### config.mk
export PLATFORM = sky130hd
export DESIGN_NAME = keyed_set_table_flat
export DESIGN_NICKNAME = d
export VERILOG_FILES = /design/src/rtl/kst_pkg.sv /design/src/rtl/kst_if.sv /design/src/rtl/kst_ram.sv /design/src/rtl/keyed_set_table.sv /design/src/flat_wrapper.sv
export SDC_FILE = /design/constraint.sdc
export NUM_CORES = 1
export LEC_CHECK = 0
export BUFFER_PORTS_ARGS = -buffer_cell sky130_fd_sc_hd__buf_2
export CAP_MARGIN = 20
export CORE_MARGIN = 5
export CORE_UTILIZATION = 45
export CTS_BUF_LIST = sky130_fd_sc_hd__clkbuf_2
export DETAILED_ROUTE_END_ITERATION = 6
export GPL_ROUTABILITY_DRIVEN = 0
export SLEW_MARGIN = 20
export SYNTH_ARGS = -nofsm -noshare
export SYNTH_HDL_FRONTEND = slang
export SYNTH_SLANG_ARGS = --single-unit
### constraint.sdc
create_clock -name clk_i -period 5.8 [get_ports clk_i]
set_clock_uncertainty 0.05 [all_clocks]
set_input_delay 1.16 -clock clk_i [delete_from_list [all_inputs] [get_ports clk_i]]
set_output_delay 1.16 -clock clk_i [all_outputs]
set_load 0.02 [all_outputs]
### src/rtl/kst_pkg.sv
// Package for the keyed set table: field widths, command and status codes,
// and the packed entry type kept in the entry RAM. No dependencies.
package kst_pkg;

  // Default number of entries the table can hold.
  localparam int unsigned KST_CAPACITY = 16;

  // Widths of the item fields.
  localparam int unsigned KEY_W    = 32;
  localparam int unsigned HANDLE_W = 32;
  localparam int unsigned STATUS_W = 3;
  localparam int unsigned COUNT_W  = 5;

  // Operation selected by an input item.
  typedef enum logic [1:0] {
    CMD_ADD    = 2'd0,
    CMD_POP    = 2'd1,
    CMD_REMOVE = 2'd2,
    CMD_GET    = 2'd3
  } kst_cmd_e;

  // Result status codes.
  localparam logic [STATUS_W-1:0] ST_OK        = 3'd0;
  localparam logic [STATUS_W-1:0] ST_PRESENT   = 3'd1;
  localparam logic [STATUS_W-1:0] ST_NOT_FOUND = 3'd2;
  localparam logic [STATUS_W-1:0] ST_EMPTY     = 3'd3;
  localparam logic [STATUS_W-1:0] ST_FULL      = 3'd4;

  // One stored entry: key in the upper half, handle in the lower half.
  typedef struct packed {
    logic signed [KEY_W-1:0] key;
    logic [HANDLE_W-1:0]     handle;
  } kst_entry_t;

  localparam int unsigned ENTRY_W = KEY_W + HANDLE_W;

endpackage

### src/rtl/kst_if.sv
// Handshake interfaces for the keyed set table: the request channel and the
// result channel, each with valid, ready and payload. Depends on kst_pkg.
interface kst_req_if import kst_pkg::*; ();
  logic                    valid;
  logic                    ready;
  logic [1:0]              cmd;
  logic signed [KEY_W-1:0] key;
  logic [HANDLE_W-1:0]     handle_in;

  modport source (output valid, cmd, key, handle_in, input ready);
  modport sink   (input valid, cmd, key, handle_in, output ready);
endinterface

interface kst_rsp_if import kst_pkg::*; ();
  logic                    valid;
  logic                    ready;
  logic [STATUS_W-1:0]     status;
  logic                    found;
  logic [HANDLE_W-1:0]     handle_out;
  logic signed [KEY_W-1:0] key_out;
  logic [COUNT_W-1:0]      count;

  modport source (output valid, status, found, handle_out, key_out, count, input ready);
  modport sink   (input valid, status, found, handle_out, key_out, count, output ready);
endinterface

### src/rtl/kst_ram.sv
// Generic single-write, single-read RAM with a registered read port.
// Used for the entry store of the keyed set table. No dependencies.
module kst_ram #(
  parameter int unsigned Width = 64,
  parameter int unsigned Depth = 16,
  localparam int unsigned AddrW = (Depth > 1) ? $clog2(Depth) : 1
) (
  input  logic             clk_i,
  input  logic             we_i,
  input  logic [AddrW-1:0] waddr_i,
  input  logic [Width-1:0] wdata_i,
  input  logic             re_i,
  input  logic [AddrW-1:0] raddr_i,
  output logic [Width-1:0] rdata_o
);

  logic [Width-1:0] mem_q [Depth];
  logic [Width-1:0] rdata_q;

  // Write port.
  always_ff @(posedge clk_i) begin
    if (we_i) begin
      mem_q[waddr_i] <= wdata_i;
    end
  end

  // Registered read port.
  always_ff @(posedge clk_i) begin
    if (re_i) begin
      rdata_q <= mem_q[raddr_i];
    end
  end

  assign rdata_o = rdata_q;

endmodule

### src/rtl/keyed_set_table.sv
// Keyed set table: up to Capacity key/handle entries packed in slots 0..count-1, one RAM.
// Add, get and remove search slots 0..count-1 in order until a match; remove then moves
// the last entry into the freed slot; pop reads the last entry, or returns ST_EMPTY when empty.
// Throughput: one item at a time; the next item is taken the cycle after the result is
// handed to the output register, which the sink may leave waiting.
// Reset clears the entry count and the handshake state; the RAM is not cleared.
module keyed_set_table import kst_pkg::*; #(
  parameter int unsigned Capacity = KST_CAPACITY
) (
  input  logic        clk_i,
  input  logic        rst_ni,
  kst_req_if.sink     req_i,
  kst_rsp_if.source   rsp_o
);

  localparam int unsigned CntW  = $clog2(Capacity + 1);
  localparam int unsigned AddrW = (Capacity > 1) ? $clog2(Capacity) : 1;

  // Sequencer states.
  localparam logic [2:0] S_IDLE     = 3'd0;
  localparam logic [2:0] S_SEARCH   = 3'd1;
  localparam logic [2:0] S_MOVE_RD  = 3'd2;
  localparam logic [2:0] S_MOVE_WR  = 3'd3;
  localparam logic [2:0] S_POP_RD   = 3'd4;
  localparam logic [2:0] S_POP_DATA = 3'd5;
  localparam logic [2:0] S_RESP     = 3'd6;

  logic [2:0]              state_q, state_d;
  logic [CntW-1:0]         count_q, count_d;
  logic [CntW-1:0]         idx_q, idx_d;
  logic [AddrW-1:0]        chk_q, chk_d;
  logic                    pend_q, pend_d;
  logic                    first_q, first_d;

  kst_cmd_e                cmd_q, cmd_d;
  logic signed [KEY_W-1:0] key_q, key_d;
  logic [HANDLE_W-1:0]     hin_q, hin_d;

  logic [STATUS_W-1:0]     res_status_q, res_status_d;
  logic                    res_found_q, res_found_d;
  logic [HANDLE_W-1:0]     res_handle_q, res_handle_d;
  logic signed [KEY_W-1:0] res_key_q, res_key_d;

  logic                    out_valid_q, out_valid_d;
  logic [STATUS_W-1:0]     out_status_q, out_status_d;
  logic                    out_found_q, out_found_d;
  logic [HANDLE_W-1:0]     out_handle_q, out_handle_d;
  logic signed [KEY_W-1:0] out_key_q, out_key_d;
  logic [COUNT_W-1:0]      out_count_q, out_count_d;

  logic                    ram_we, ram_re;
  logic [AddrW-1:0]        ram_waddr, ram_raddr;
  kst_entry_t              ram_wdata, ram_rdata;
  logic [ENTRY_W-1:0]      ram_rdata_raw;
  logic [CntW-1:0]         last_idx;
  logic                    hit;
  logic                    req_fire, rsp_free;

  kst_ram #(
    .Width (ENTRY_W),
    .Depth (Capacity)
  ) u_ram (
    .clk_i   (clk_i),
    .we_i    (ram_we),
    .waddr_i (ram_waddr),
    .wdata_i (ram_wdata),
    .re_i    (ram_re),
    .raddr_i (ram_raddr),
    .rdata_o (ram_rdata_raw)
  );

  assign ram_rdata = kst_entry_t'(ram_rdata_raw);
  assign last_idx  = count_q - CntW'(1);
  assign hit       = pend_q && (ram_rdata.key == key_q);
  assign req_fire  = req_i.valid && req_i.ready;
  assign rsp_free  = !out_valid_q || rsp_o.ready;

  assign req_i.ready = (state_q == S_IDLE);

  // Sequencer: linear search, last-entry move and pop through the single RAM.
  always_comb begin
    state_d      = state_q;
    count_d      = count_q;
    idx_d        = idx_q;
    chk_d        = chk_q;
    pend_d       = pend_q;
    first_d      = first_q;
    cmd_d        = cmd_q;
    key_d        = key_q;
    hin_d        = hin_q;
    res_status_d = res_status_q;
    res_found_d  = res_found_q;
    res_handle_d = res_handle_q;
    res_key_d    = res_key_q;
    ram_we       = 1'b0;
    ram_re       = 1'b0;
    ram_waddr    = chk_q;
    ram_raddr    = last_idx[AddrW-1:0];
    ram_wdata    = ram_rdata;

    case (state_q)
      S_IDLE: begin
        if (req_fire) begin
          cmd_d        = kst_cmd_e'(req_i.cmd);
          key_d        = req_i.key;
          hin_d        = req_i.handle_in;
          res_status_d = ST_OK;
          res_found_d  = 1'b0;
          res_handle_d = '0;
          res_key_d    = req_i.key;
          idx_d        = '0;
          pend_d       = 1'b0;
          first_d      = 1'b1;
          if (kst_cmd_e'(req_i.cmd) == CMD_POP) begin
            if (count_q == '0) begin
              res_status_d = ST_EMPTY;
              state_d      = S_RESP;
            end else begin
              state_d = S_POP_RD;
            end
          end else begin
            state_d = S_SEARCH;
          end
        end
      end

      S_SEARCH: begin
        if (hit) begin
          // The entry read last cycle matches the key.
          res_found_d  = 1'b1;
          res_handle_d = ram_rdata.handle;
          chk_d        = chk_q;
          case (cmd_q)
            CMD_ADD: begin
              res_status_d = ST_PRESENT;
              state_d      = S_RESP;
            end
            CMD_REMOVE: begin
              state_d = S_MOVE_RD;
            end
            default: begin
              state_d = S_RESP;
            end
          endcase
        end else if (pend_q || first_q) begin
          // Issue the read of the next occupied slot, if any remain.
          first_d = 1'b0;
          if (idx_q < count_q) begin
            ram_re    = 1'b1;
            ram_raddr = idx_q[AddrW-1:0];
            chk_d     = idx_q[AddrW-1:0];
            idx_d     = idx_q + CntW'(1);
            pend_d    = 1'b1;
          end else begin
            pend_d = 1'b0;
          end
        end else begin
          // Every occupied slot was checked without a match.
          if (cmd_q == CMD_ADD) begin
            if (count_q == CntW'(Capacity)) begin
              res_status_d = ST_FULL;
            end else begin
              ram_we    = 1'b1;
              ram_waddr = count_q[AddrW-1:0];
              ram_wdata = '{key: key_q, handle: hin_q};
              count_d   = count_q + CntW'(1);
            end
          end else begin
            res_status_d = ST_NOT_FOUND;
          end
          state_d = S_RESP;
        end
      end

      S_MOVE_RD: begin
        ram_re  = 1'b1;
        state_d = S_MOVE_WR;
      end

      S_MOVE_WR: begin
        // Move the last entry into the freed slot.
        ram_we    = 1'b1;
        ram_waddr = chk_q;
        ram_wdata = ram_rdata;
        count_d   = last_idx;
        state_d   = S_RESP;
      end

      S_POP_RD: begin
        ram_re  = 1'b1;
        state_d = S_POP_DATA;
      end

      S_POP_DATA: begin
        res_key_d    = ram_rdata.key;
        res_handle_d = ram_rdata.handle;
        count_d      = last_idx;
        state_d      = S_RESP;
      end

      S_RESP: begin
        if (rsp_free) begin
          state_d = S_IDLE;
        end
      end

      default: begin
        state_d = S_IDLE;
      end
    endcase
  end

  // Output register: loaded from the finished result when the slot is free.
  always_comb begin
    out_valid_d  = out_valid_q;
    out_status_d = out_status_q;
    out_found_d  = out_found_q;
    out_handle_d = out_handle_q;
    out_key_d    = out_key_q;
    out_count_d  = out_count_q;
    if (out_valid_q && rsp_o.ready) begin
      out_valid_d = 1'b0;
    end
    if ((state_q == S_RESP) && rsp_free) begin
      out_valid_d  = 1'b1;
      out_status_d = res_status_q;
      out_found_d  = res_found_q;
      out_handle_d = res_handle_q;
      out_key_d    = res_key_q;
      out_count_d  = COUNT_W'(count_q);
    end
  end

  // Control state.
  always_ff @(posedge clk_i or negedge rst_ni) begin
    if (!rst_ni) begin
      state_q     <= S_IDLE;
      count_q     <= '0;
      pend_q      <= 1'b0;
      first_q     <= 1'b0;
      out_valid_q <= 1'b0;
    end else begin
      state_q     <= state_d;
      count_q     <= count_d;
      pend_q      <= pend_d;
      first_q     <= first_d;
      out_valid_q <= out_valid_d;
    end
  end

  // Payload registers.
  always_ff @(posedge clk_i) begin
    idx_q        <= idx_d;
    chk_q        <= chk_d;
    cmd_q        <= cmd_d;
    key_q        <= key_d;
    hin_q        <= hin_d;
    res_status_q <= res_status_d;
    res_found_q  <= res_found_d;
    res_handle_q <= res_handle_d;
    res_key_q    <= res_key_d;
    out_status_q <= out_status_d;
    out_found_q  <= out_found_d;
    out_handle_q <= out_handle_d;
    out_key_q    <= out_key_d;
    out_count_q  <= out_count_d;
  end

  assign rsp_o.valid      = out_valid_q;
  assign rsp_o.status     = out_status_q;
  assign rsp_o.found      = out_found_q;
  assign rsp_o.handle_out = out_handle_q;
  assign rsp_o.key_out    = out_key_q;
  assign rsp_o.count      = out_count_q;

  // The table never holds more entries than its capacity.
  assert property (@(posedge clk_i) disable iff (!rst_ni)
    count_q <= CntW'(Capacity))
    else $error("entry count above capacity");

  // The RAM is written only when appending an entry or moving the last one.
  assert property (@(posedge clk_i) disable iff (!rst_ni)
    ram_we |-> (state_q == S_SEARCH) || (state_q == S_MOVE_WR))
    else $error("RAM write outside append or move");

  // A new result appears only when the sequencer finishes an item.
  assert property (@(posedge clk_i) disable iff (!rst_ni)
    $rose(out_valid_q) |-> $past(state_q == S_RESP))
    else $error("result raised without a finished item");

  // The count changes by at most one per item and only while working on it.
  assert property (@(posedge clk_i) disable iff (!rst_ni)
    (state_q == S_IDLE) || (state_q == S_RESP) |=> $stable(count_q))
    else $error("entry count changed outside an item");

  // An accepted item leaves the idle state on the next cycle.
  assert property (@(posedge clk_i) disable iff (!rst_ni)
    req_fire |=> (state_q != S_IDLE))
    else $error("sequencer stayed idle after taking an item");

endmodule
### src/flat_wrapper.sv
// flat-port wrapper written by rule: the top's interface ports become plain ports
module keyed_set_table_flat import kst_pkg::*;
#(
  parameter int unsigned Capacity = KST_CAPACITY
)
  (clk_i, rst_ni, req_i_valid, req_i_cmd, req_i_key, req_i_handle_in, req_i_ready, rsp_o_valid, rsp_o_status, rsp_o_found, rsp_o_handle_out, rsp_o_key_out, rsp_o_count, rsp_o_ready);
  kst_req_if req_i_i ();
  kst_rsp_if rsp_o_i ();
  input  logic clk_i;
  input  logic rst_ni;
  input wire logic [$bits(req_i_i.valid)-1:0] req_i_valid;
  input wire logic [$bits(req_i_i.cmd)-1:0] req_i_cmd;
  input wire logic [$bits(req_i_i.key)-1:0] req_i_key;
  input wire logic [$bits(req_i_i.handle_in)-1:0] req_i_handle_in;
  output wire logic [$bits(req_i_i.ready)-1:0] req_i_ready;
  output wire logic [$bits(rsp_o_i.valid)-1:0] rsp_o_valid;
  output wire logic [$bits(rsp_o_i.status)-1:0] rsp_o_status;
  output wire logic [$bits(rsp_o_i.found)-1:0] rsp_o_found;
  output wire logic [$bits(rsp_o_i.handle_out)-1:0] rsp_o_handle_out;
  output wire logic [$bits(rsp_o_i.key_out)-1:0] rsp_o_key_out;
  output wire logic [$bits(rsp_o_i.count)-1:0] rsp_o_count;
  input wire logic [$bits(rsp_o_i.ready)-1:0] rsp_o_ready;
  assign req_i_i.valid = req_i_valid;
  assign req_i_i.cmd = req_i_cmd;
  assign req_i_i.key = req_i_key;
  assign req_i_i.handle_in = req_i_handle_in;
  assign req_i_ready = req_i_i.ready;
  assign rsp_o_valid = rsp_o_i.valid;
  assign rsp_o_status = rsp_o_i.status;
  assign rsp_o_found = rsp_o_i.found;
  assign rsp_o_handle_out = rsp_o_i.handle_out;
  assign rsp_o_key_out = rsp_o_i.key_out;
  assign rsp_o_count = rsp_o_i.count;
  assign rsp_o_i.ready = rsp_o_ready;
  keyed_set_table #(.Capacity(Capacity)) u_core (.clk_i(clk_i), .rst_ni(rst_ni), .req_i(req_i_i), .rsp_o(rsp_o_i));
endmodule
Word-level counts from Yosys, hierarchy flattened:

Memories as Yosys holds them, arrays and structs flattened. A register that Yosys moved wholly into a read port is not among the register bits.
Cells that the tools add are included.

* memories kept: 1
* register bits after elaboration: 227
* memory bits (writable): 1024
* bits of input ports: 70

Memory list
* u_core.u_ram.mem_q: words 16, width 64, read ports 1, clocked after Yosys merged registers in 1, wr ports 1, line kst_ram.sv:17 `logic [Width-1:0] mem_q [Depth];`

* reductions and logical operators: 27
* muxes and demuxes: 69
* add/sub/neg operators: 3
* order comparisons: 1
* bitwise logic cells: 1
* equality and inequality tests: 22

Operators by type and width (count)
* 64-bit 2-to-1 mux: 5
* 32-bit 2-to-1 mux: 3
* 32-bit case mux with 3 select lines: 1
* 32-bit case mux with 2 select lines: 1
* 5-bit 2-to-1 mux: 8
* 3-bit 2-to-1 mux: 13
* 4-bit 2-to-1 mux: 9
* 32-bit == test: 1
* 5-bit case mux with 2 select lines: 2
* 1-bit 2-to-1 mux: 18
* 3-bit case mux with 6 select lines: 1
* 5-bit AND reduction: 3
* 5-bit by 1-bit adder with 5-bit output (second input constant): 2
* 2-bit by 1-bit != test with 1-bit output (second input constant): 5
* 1-bit case mux with 2 select lines: 5
* 3-bit == test (second input constant): 3
* 3-bit AND reduction: 3
* 2-bit != test (second input constant): 4
* 4-bit AND reduction: 2
* 2-bit nonzero test: 4
* 3-bit by 2-bit == test with 1-bit output (second input constant): 2
* 3-bit case mux with 2 select lines: 1
* 5-bit == test (second input constant): 1
* 5-bit zero test: 1
* 18 further kinds: 25

Depth between registers and ports, before layout:

Gate-level depths: netlist (run 1).

* word-level depth: 8
* mapped depth: 13

By module:

Synthesis (run 1) repeated with hierarchy kept, for this count alone.

* cells, all modules: 2335
* area, all modules: 49617.6 um2

By module, submodules not included
* kst_ram: seq. area each 32671.3 um2, cells an instance 1647, times used 1, area each 40223.6 um2
* keyed_set_table: seq. area each 6761.5 um2, cells an instance 688, times used 1, area each 9394.0 um2

Worst setup path after synthesis (run 1):

No wires, ideal clock.

* kind: input to register
* start point: input rsp_o_ready
* end point: register u_core.out_count_q[0], in the netlist u_core.rsp_o.count[0] (enable)
* library setup time: 0.594 ns
* required time: 5.156 ns
* buffers on the path: 0
* arrival: 6.194 ns
* cell stages on the path: 2
* setup slack: -1.039 ns
* path through: nor2b_1 -> nor3_1

* longest elaborated chain between the ends: 2

Ends and longest elaborated chain
* start, declared: line flat_wrapper.sv:22 `input wire logic [$bits(rsp_o_i.ready)-1:0] rsp_o_ready;`
* 1-bit logical OR: line keyed_set_table.sv:76 `assign rsp_free = !out_valid_q || rsp_o.ready;`
* 1-bit logical AND: line keyed_set_table.sv:224 `if ((state_q == S_RESP) && rsp_free) begin`
* end signal, assigned: line keyed_set_table.sv:266 `out_count_q <= out_count_d;`
* end, declared: line keyed_set_table.sv:49 `logic [COUNT_W-1:0] out_count_q, out_count_d;`

No other way between the ends.
A chain may end at the register's enable or synchronous reset.

Worst setup path after layout (run 1):

* start point: register u_core.u_ram.rdata_q[61], in the netlist u_core.u_ram.rdata_o[61], read port of u_core.u_ram.mem_q
* end point: register u_core.u_ram.rdata_q[49], in the netlist u_core.u_ram.rdata_o[49], read port of u_core.u_ram.mem_q (data pin)

* longest elaborated chain between the ends: 4

Ends and longest elaborated chain
* start, declared: line kst_ram.sv:18 `logic [Width-1:0] rdata_q;`
* 32-bit == test (*): line keyed_set_table.sv:74 `assign hit = pend_q && (ram_rdata.key == key_q);`
* 1-bit logical AND (*): line keyed_set_table.sv:74
* 1-bit 2-to-1 mux or 4-bit 2-to-1 mux (tied branches): line keyed_set_table.sv:128 `if (hit) begin`
* 1-bit case mux with 2 select lines or 4-bit 2-to-1 mux (tied branches): line keyed_set_table.sv:101 `case (state_q)`

Mark *: on every way between the ends. The rest lies on a longest branch, timed or not.

==> results of run 1 <==
routing by layer:
layer,GRT usage (%),up-vias,wire (µm)
met4,6.51,0,2500
met5,0,-,0
met2,35.9,942,63700
met3,4.27,166,7520
li1,-,11890,-
met1,27.5,13952,52000
critical path, cell delays in order, from the launching register on:
cell      delay (ns)
edfxtp_1        0.51
xor2_1          0.19
nor4_1          0.82
nand4_1         0.27
nor4_4          0.67
nor3_2          0.20
buf_4           0.24
mux2_4          0.36
nand2_2         0.26
buf_12          0.32
buf_4           0.24
o22ai_1         0.10
or4_1           0.40
worst max path at each step:
stage                                                  start                                  to  slack, ns  cells past startpoint
after floorplan                u_core.count_q[0]$_DFFE_PN0P_  u_core.u_ram.mem_q[8][0]$_DFFE_PP_       0.31                     10
after global placement    u_core.u_ram.rdata_o[61]$_DFFE_PP_  u_core.u_ram.rdata_o[60]$_DFFE_PP_       0.81                     11
after detailed placement          u_core.key_q[29]$_DFFE_PP_  u_core.u_ram.rdata_o[30]$_DFFE_PP_       0.80                     11
after CTS                 u_core.u_ram.rdata_o[61]$_DFFE_PP_  u_core.u_ram.rdata_o[42]$_DFFE_PP_       0.69                     11
after global routing      u_core.u_ram.rdata_o[61]$_DFFE_PP_  u_core.u_ram.rdata_o[49]$_DFFE_PP_       0.67                     11
final                     u_core.u_ram.rdata_o[61]$_DFFE_PP_  u_core.u_ram.rdata_o[49]$_DFFE_PP_       0.75                     12
report_power, final:
part	internal (µW)	leakage, µW	switching, µW
Combinational	4570	0.00630	6930
Sequential	13000	0.0120	530
Clock	2340	0.00221	3620
Total	19900	0.0205	11100
cells in the final DEF (no fill, tap or decap), types with 51 or more instances in the layout:
master / instances
edfxtp_1: 1304
mux2i_1: 519
clkbuf_2: 478
o22ai_1: 258
buf_2: 144
mux2_2: 95
clkinv_1: 72
dlygate4sd3_1: 70
or4_1: 64
buf_12: 51
through the flow:
stage               area (µm²)  power (µW)  utilization (%)
floorplan                50000       21200                -
global route             57100       32500             51.6
global placement         53500       25000             48.4
CTS                      57100       31200             51.6
finish                   57100       31000             51.6
detailed placement       53500       25200             48.4
registers in the layout (all words and copies together), names as in the netlist, 2 cells and up:
signal and cells:
u_core.res_handle_q 32, u_core.res_key_q 32, u_core.rsp_o.handle_out 32, u_core.res_status_q 3, u_core.idx_q 5, u_core.count_q 5, u_core.rsp_o.count 5, u_core.rsp_o.status 3
u_core.state_q 3, u_core.rsp_o.key_out 32, u_core.key_q 32, u_core.chk_q 4, u_core.u_ram.mem_q 1024, u_core.u_ram.rdata_o 64, u_core.hin_q 32, u_core.cmd_q 2
kinds of logic (layout without fill, tap and decap cells):
kind of cell	Yosys count	in the layout	synth area share (%)
xor+xnor	40	40	0.701
simple gates	208	208	2.49
other cells	0	4	0
compound gates	300	300	3.76
buf+inv	143	899	1.37
flops	1315	1315	78.9
fa+ha+maj	8	8	0.200
mux	616	616	12.6
layout make-up:
class                           instances  area (µm²)
Antenna cell                            4        10.0
Clock buffer                          478        2390
Clock inverter                         97         483
Fill cell                            9050       53400
Inverter                               12        46.3
Multi-Input combinational cell       1172       10100
Sequential cell                      1315       39400
Tap cell                             1488        1860
Timing Repair Buffer                  312        2800
cell usage after synthesis, types with 2 or more instances:
library cell  instances  area (µm²)
o21ai_0              11        55.1
and3_1                2        12.5
buf_2                75         375
nor2_1               39         146
dfrtp_1              11         275
nand2_1              22        82.6
buf_4                11        82.6
nand3_1               7        35.0
a21o_1                2        15.0
or3_1                 2        12.5
inv_1                12        45.0
xnor2_1              12         105
ha_1                  8         100
nor4_1                7        43.8
nand4_1               3        18.8
a21oi_1              12        60.1
mux2i_1             520        5200
a32oi_1               3        26.3
mux2_2               95        1070
nor3_1                8        40.0
and2_1               35         219
o22ai_1             258        1610
nor3b_1               4        30.0
clkbuf_1             37         139
edfxtp_1           1304       39200
nand2b_1              5        31.3
a31oi_1               4        25.0
xor2_1               28         245
or4_1                64         480
nand2_4               2        22.5
buf_1                 6        22.5
nand2_2               3        18.8
timing repair:
item                                   in CTS  in global routing
hold buffers                               70                  0
gates resized for setup                     0                  0
endpoints found under the hold margin     122                  0
setup endpoints to repair                   0                  0
==> metrics.txt, run 1 <==
status=completed; dpl cells=4229; Hold Slack=0.270 ns; yosys synthesis warning count=0; P per Cell Area=543 mW/mm²; maximum clock frequency=0.198 GHz; Netlist cell types=50; die extent in x=343 µm; root buffer cell=clkbuf_2; Core Region=0.111 mm²; Mapped Cells=2630; Hold Path Cell Cnt=2; Starting Density=45.2%; Worst Hold Endpoint=u_core.hin_q[3]$_DFFE_PP_; H-tree depth=5; FF-to-FF setup slack=0.75 ns; Peak VDD IR=0.000312 V; Worst Hold Launch=req_i_handle_in[3]; synthesized area per cell=19.0 µm²; Synth Net Count=2708; clock latency on the worst-skew pair=1.53 ns; Residual DRC=0; number of global-route vias before repair=28.0k; Crit Path Class=register to register; Die Area=0.118 mm²; Vias=27.0k; post-route non-filler standard cell count=4878; Iter 0 DRT Violations=2218; Hold Path Class=input pin to register; antenna violations before repair=2; Initial DRT Pass Iterations=5; worst r2r path cells=12; reg-to-reg endpoint=u_core.u_ram.rdata_o[49]$_DFFE_PP_; Main synth FF type=edfxtp_1; post-CTS setup buffer count=0; die height=343 µm; mapped cell area=0.0500 mm²; largest net degree at the start of global routing=65; Setup Slack @ Placement=0.802 ns; synthesis-to-layout area growth=14.2%; mean routed wirelength per cell=25.8 µm; Max Cap Viol=0; CP Launch Type=register; # rows=122; FF+latch count, synth=1315; crit path time final=5.05 ns; CP Max Fanout=31; CTS Sinks=1315; CTS tree=yes; IO Count=145; total track usage=21.1%; crit share post-route=87.0%; number of synthesized flops with an enable pin=1304; Data required, critical path=6.89 ns; setup violators final=0; CP Capture Type=register; max_slew headroom=27.9%; clock buffer depth=4; CTS buffer count=342; GRT overflow=0; fin. max-slew vios=0; post-DP HPWL=64400 µm; nets=3233; RSZ-0062 raised after global routing=false; CP arrival=6.14 ns; CTS clk-pin slew, worst paths=0.09 ns; first-pass GRT wire length=181000 µm; register area share after synthesis=78.9%; IO buf count=144; Hold Vio Cnt, Final=0; FFs w/ async S/R, synth=0.837%; Vias/cell=5.52; worst setup margin=0.754 ns; leak pwr=0.0205 µW; Worst R2R Start=u_core.u_ram.rdata_o[61]$_DFFE_PP_; share of layout cells above drive strength 1=25.9%; Routed Antenna Nets=0; Slew @ Worst Pin=1.08 ns; WL final=126000 µm; setup TNS=0 ns
Power figures use the tool's default switching activity.
==> run 2: changes to the inputs <==
- CAP_MARGIN: 20 -> unset
- RECOVER_POWER: unset -> 50
==> run 2 against run 1 <==
- the run now ends with max-capacitance violations, max-slew violations left
- register-to-register slack got worse by 0.21 ns
- worst hold slack got worse by 0.0030 ns
- total power decreased by 0.33%
- maximum frequency is 3.9% lower
- setup slack worse by 0.21 ns
- combinational power about the same
- first-iteration DRC count decreased by 1.1%
- critical path depth did not move
- global-route usage unchanged
- critical path type unchanged
- largest power group unchanged
==> metrics.txt, run 2 (synthesis results as in run 1) <==
IO Count=145; CP Max Fanout=31; Worst Hold Launch=req_i_handle_in[3]; Starting Density=45.2%; Hold Path Class=input pin to register; P per Cell Area=544 mW/mm²; Worst Hold Endpoint=u_core.hin_q[3]$_DFFE_PP_; Routed Antenna Nets=0; Core Region=0.111 mm²; Setup Slack @ Placement=0.802 ns; largest net degree at the start of global routing=65; crit share post-route=90.6%; worst r2r path cells=12; CTS Sinks=1315; leak pwr=0.0201 µW; mean routed wirelength per cell=25.7 µm; CTS tree=yes; failing checks=max-capacitance violations, max-slew violations; WL final=126000 µm; CTS clk-pin slew, worst paths=0.09 ns; reg-to-reg endpoint=u_core.u_ram.rdata_o[49]$_DFFE_PP_; CP arrival=6.34 ns; setup violators final=0; first-pass GRT wire length=181000 µm; GRT overflow=0; Hold Path Cell Cnt=2; post-CTS setup buffer count=0; total track usage=21.1%; synthesis-to-layout area growth=13.5%; Slew @ Worst Pin=2.87 ns; CP Capture Type=register; Vias=26.9k; Reg with most FFs=u_core.u_ram.mem_q; # rows=122; Data required, critical path=6.89 ns; status=complete, but fails checks; Vias/cell=5.52; worst setup margin=0.547 ns; clock latency on the worst-skew pair=1.54 ns; Initial DRT Pass Iterations=5; Worst R2R Start=u_core.u_ram.rdata_o[61]$_DFFE_PP_; Max Cap Viol=17; Largest register FFs=1024; H-tree depth=5; clock buffer depth=4; FF-to-FF setup slack=0.55 ns; post-CTS resize count=0; CTS buffer count=342; max_slew headroom=-91.2%; CP Launch Type=register; number of global-route vias before repair=28.0k; die extent in x=343 µm; Hold Vio Cnt, Final=0; root buffer cell=clkbuf_2; crit path time final=5.25 ns; post-DP HPWL=64400 µm; Crit Path Class=register to register; IO buf count=144; Die Area=0.118 mm²; die height=343 µm; maximum clock frequency=0.190 GHz; fin. max-slew vios=675; antenna violations before repair=2; setup TNS=0 ns; most frequent cells in the layout=edfxtp_1, mux2i_1, clkbuf_2, o22ai_1, clkbuf_1; share of layout cells above drive strength 1=20.5%; RSZ-0062 raised after global routing=false; CTS Hold Bufs=70; nets=3233; most common cell after layout, fill and taps aside=edfxtp_1; Iter 0 DRT Violations=2193; Peak VDD IR=0.000311 V; Residual DRC=0
-- run 2: worst max-delay path by stage --
stage                                                   from                                  end  slack, ns  cells past startpoint
final                     u_core.u_ram.rdata_o[61]$_DFFE_PP_   u_core.u_ram.rdata_o[49]$_DFFE_PP_       0.55                     12
after global routing           u_core.count_q[0]$_DFFE_PN0P_  u_core.u_ram.mem_q[5][42]$_DFFE_PP_       0.36                      8
after CTS                 u_core.u_ram.rdata_o[61]$_DFFE_PP_   u_core.u_ram.rdata_o[42]$_DFFE_PP_       0.69                     11
after detailed placement          u_core.key_q[29]$_DFFE_PP_   u_core.u_ram.rdata_o[30]$_DFFE_PP_       0.80                     11
after global placement    u_core.u_ram.rdata_o[61]$_DFFE_PP_   u_core.u_ram.rdata_o[60]$_DFFE_PP_       0.81                     11
after floorplan                u_core.count_q[0]$_DFFE_PN0P_   u_core.u_ram.mem_q[8][0]$_DFFE_PP_       0.31                     10
-- run 2: worst max-delay path, cell delays in order (launching register included) --
cell and delay (ns):
edfxtp_1 0.51, xor2_1 0.18, nor4_1 0.78, nand4_1 0.26, nor4_4 0.64, nor3_1 0.28
clkbuf_1 0.34, mux2_4 0.43, nand2_2 0.28, buf_12 0.32, buf_4 0.24, o22ai_1 0.10
or4_1 0.41
-- run 2: power breakdown --
part	internal [µW]	switching, µW
sequential	13000	523
combinational	4450	6910
clock	2340	3620
-- run 2: layout make-up --
cell class / count / area, µm²
timing repair buffer: 312 / 2490
fill: 9134 / 53800
clock inverter: 97 / 483
clock buffer: 478 / 2390
antenna: 4 / 10.0
tap: 1488 / 1860
inverter: 12 / 46.3
sequential: 1315 / 39400
multi-input combinational: 1172 / 10000
-- run 2: stage by stage --
| step | util (%) | std cells | power [µW] | instance area (µm²) | hold slack [ns] |
|---|---|---|---|---|---|
| after detailed placement | 48.4 | 4229 | 25200 | 53500 | 0.355 |
| final | 51.3 | 4878 | 30900 | 56700 | 0.267 |
| after global placement | 48.4 | 4229 | 25000 | 53500 | 0.354 |
| after global routing | 51.3 | 4878 | 32400 | 56700 | 0.0711 |
| after CTS | 51.6 | 4874 | 31200 | 57100 | 0.0376 |
| after floorplan | - | 2630 | 21200 | 50000 | 0.350 |
-- run 2: layer usage --
metal / global-route usage, % / wire, µm / up-vias
met2: 35.9 / 63400 / 999
met4: 6.51 / 2610 / 0
met3: 4.27 / 7690 / 184
li1: - / - / 11890
met1: 27.5 / 51800 / 13855
met5: 0 / 0 / -
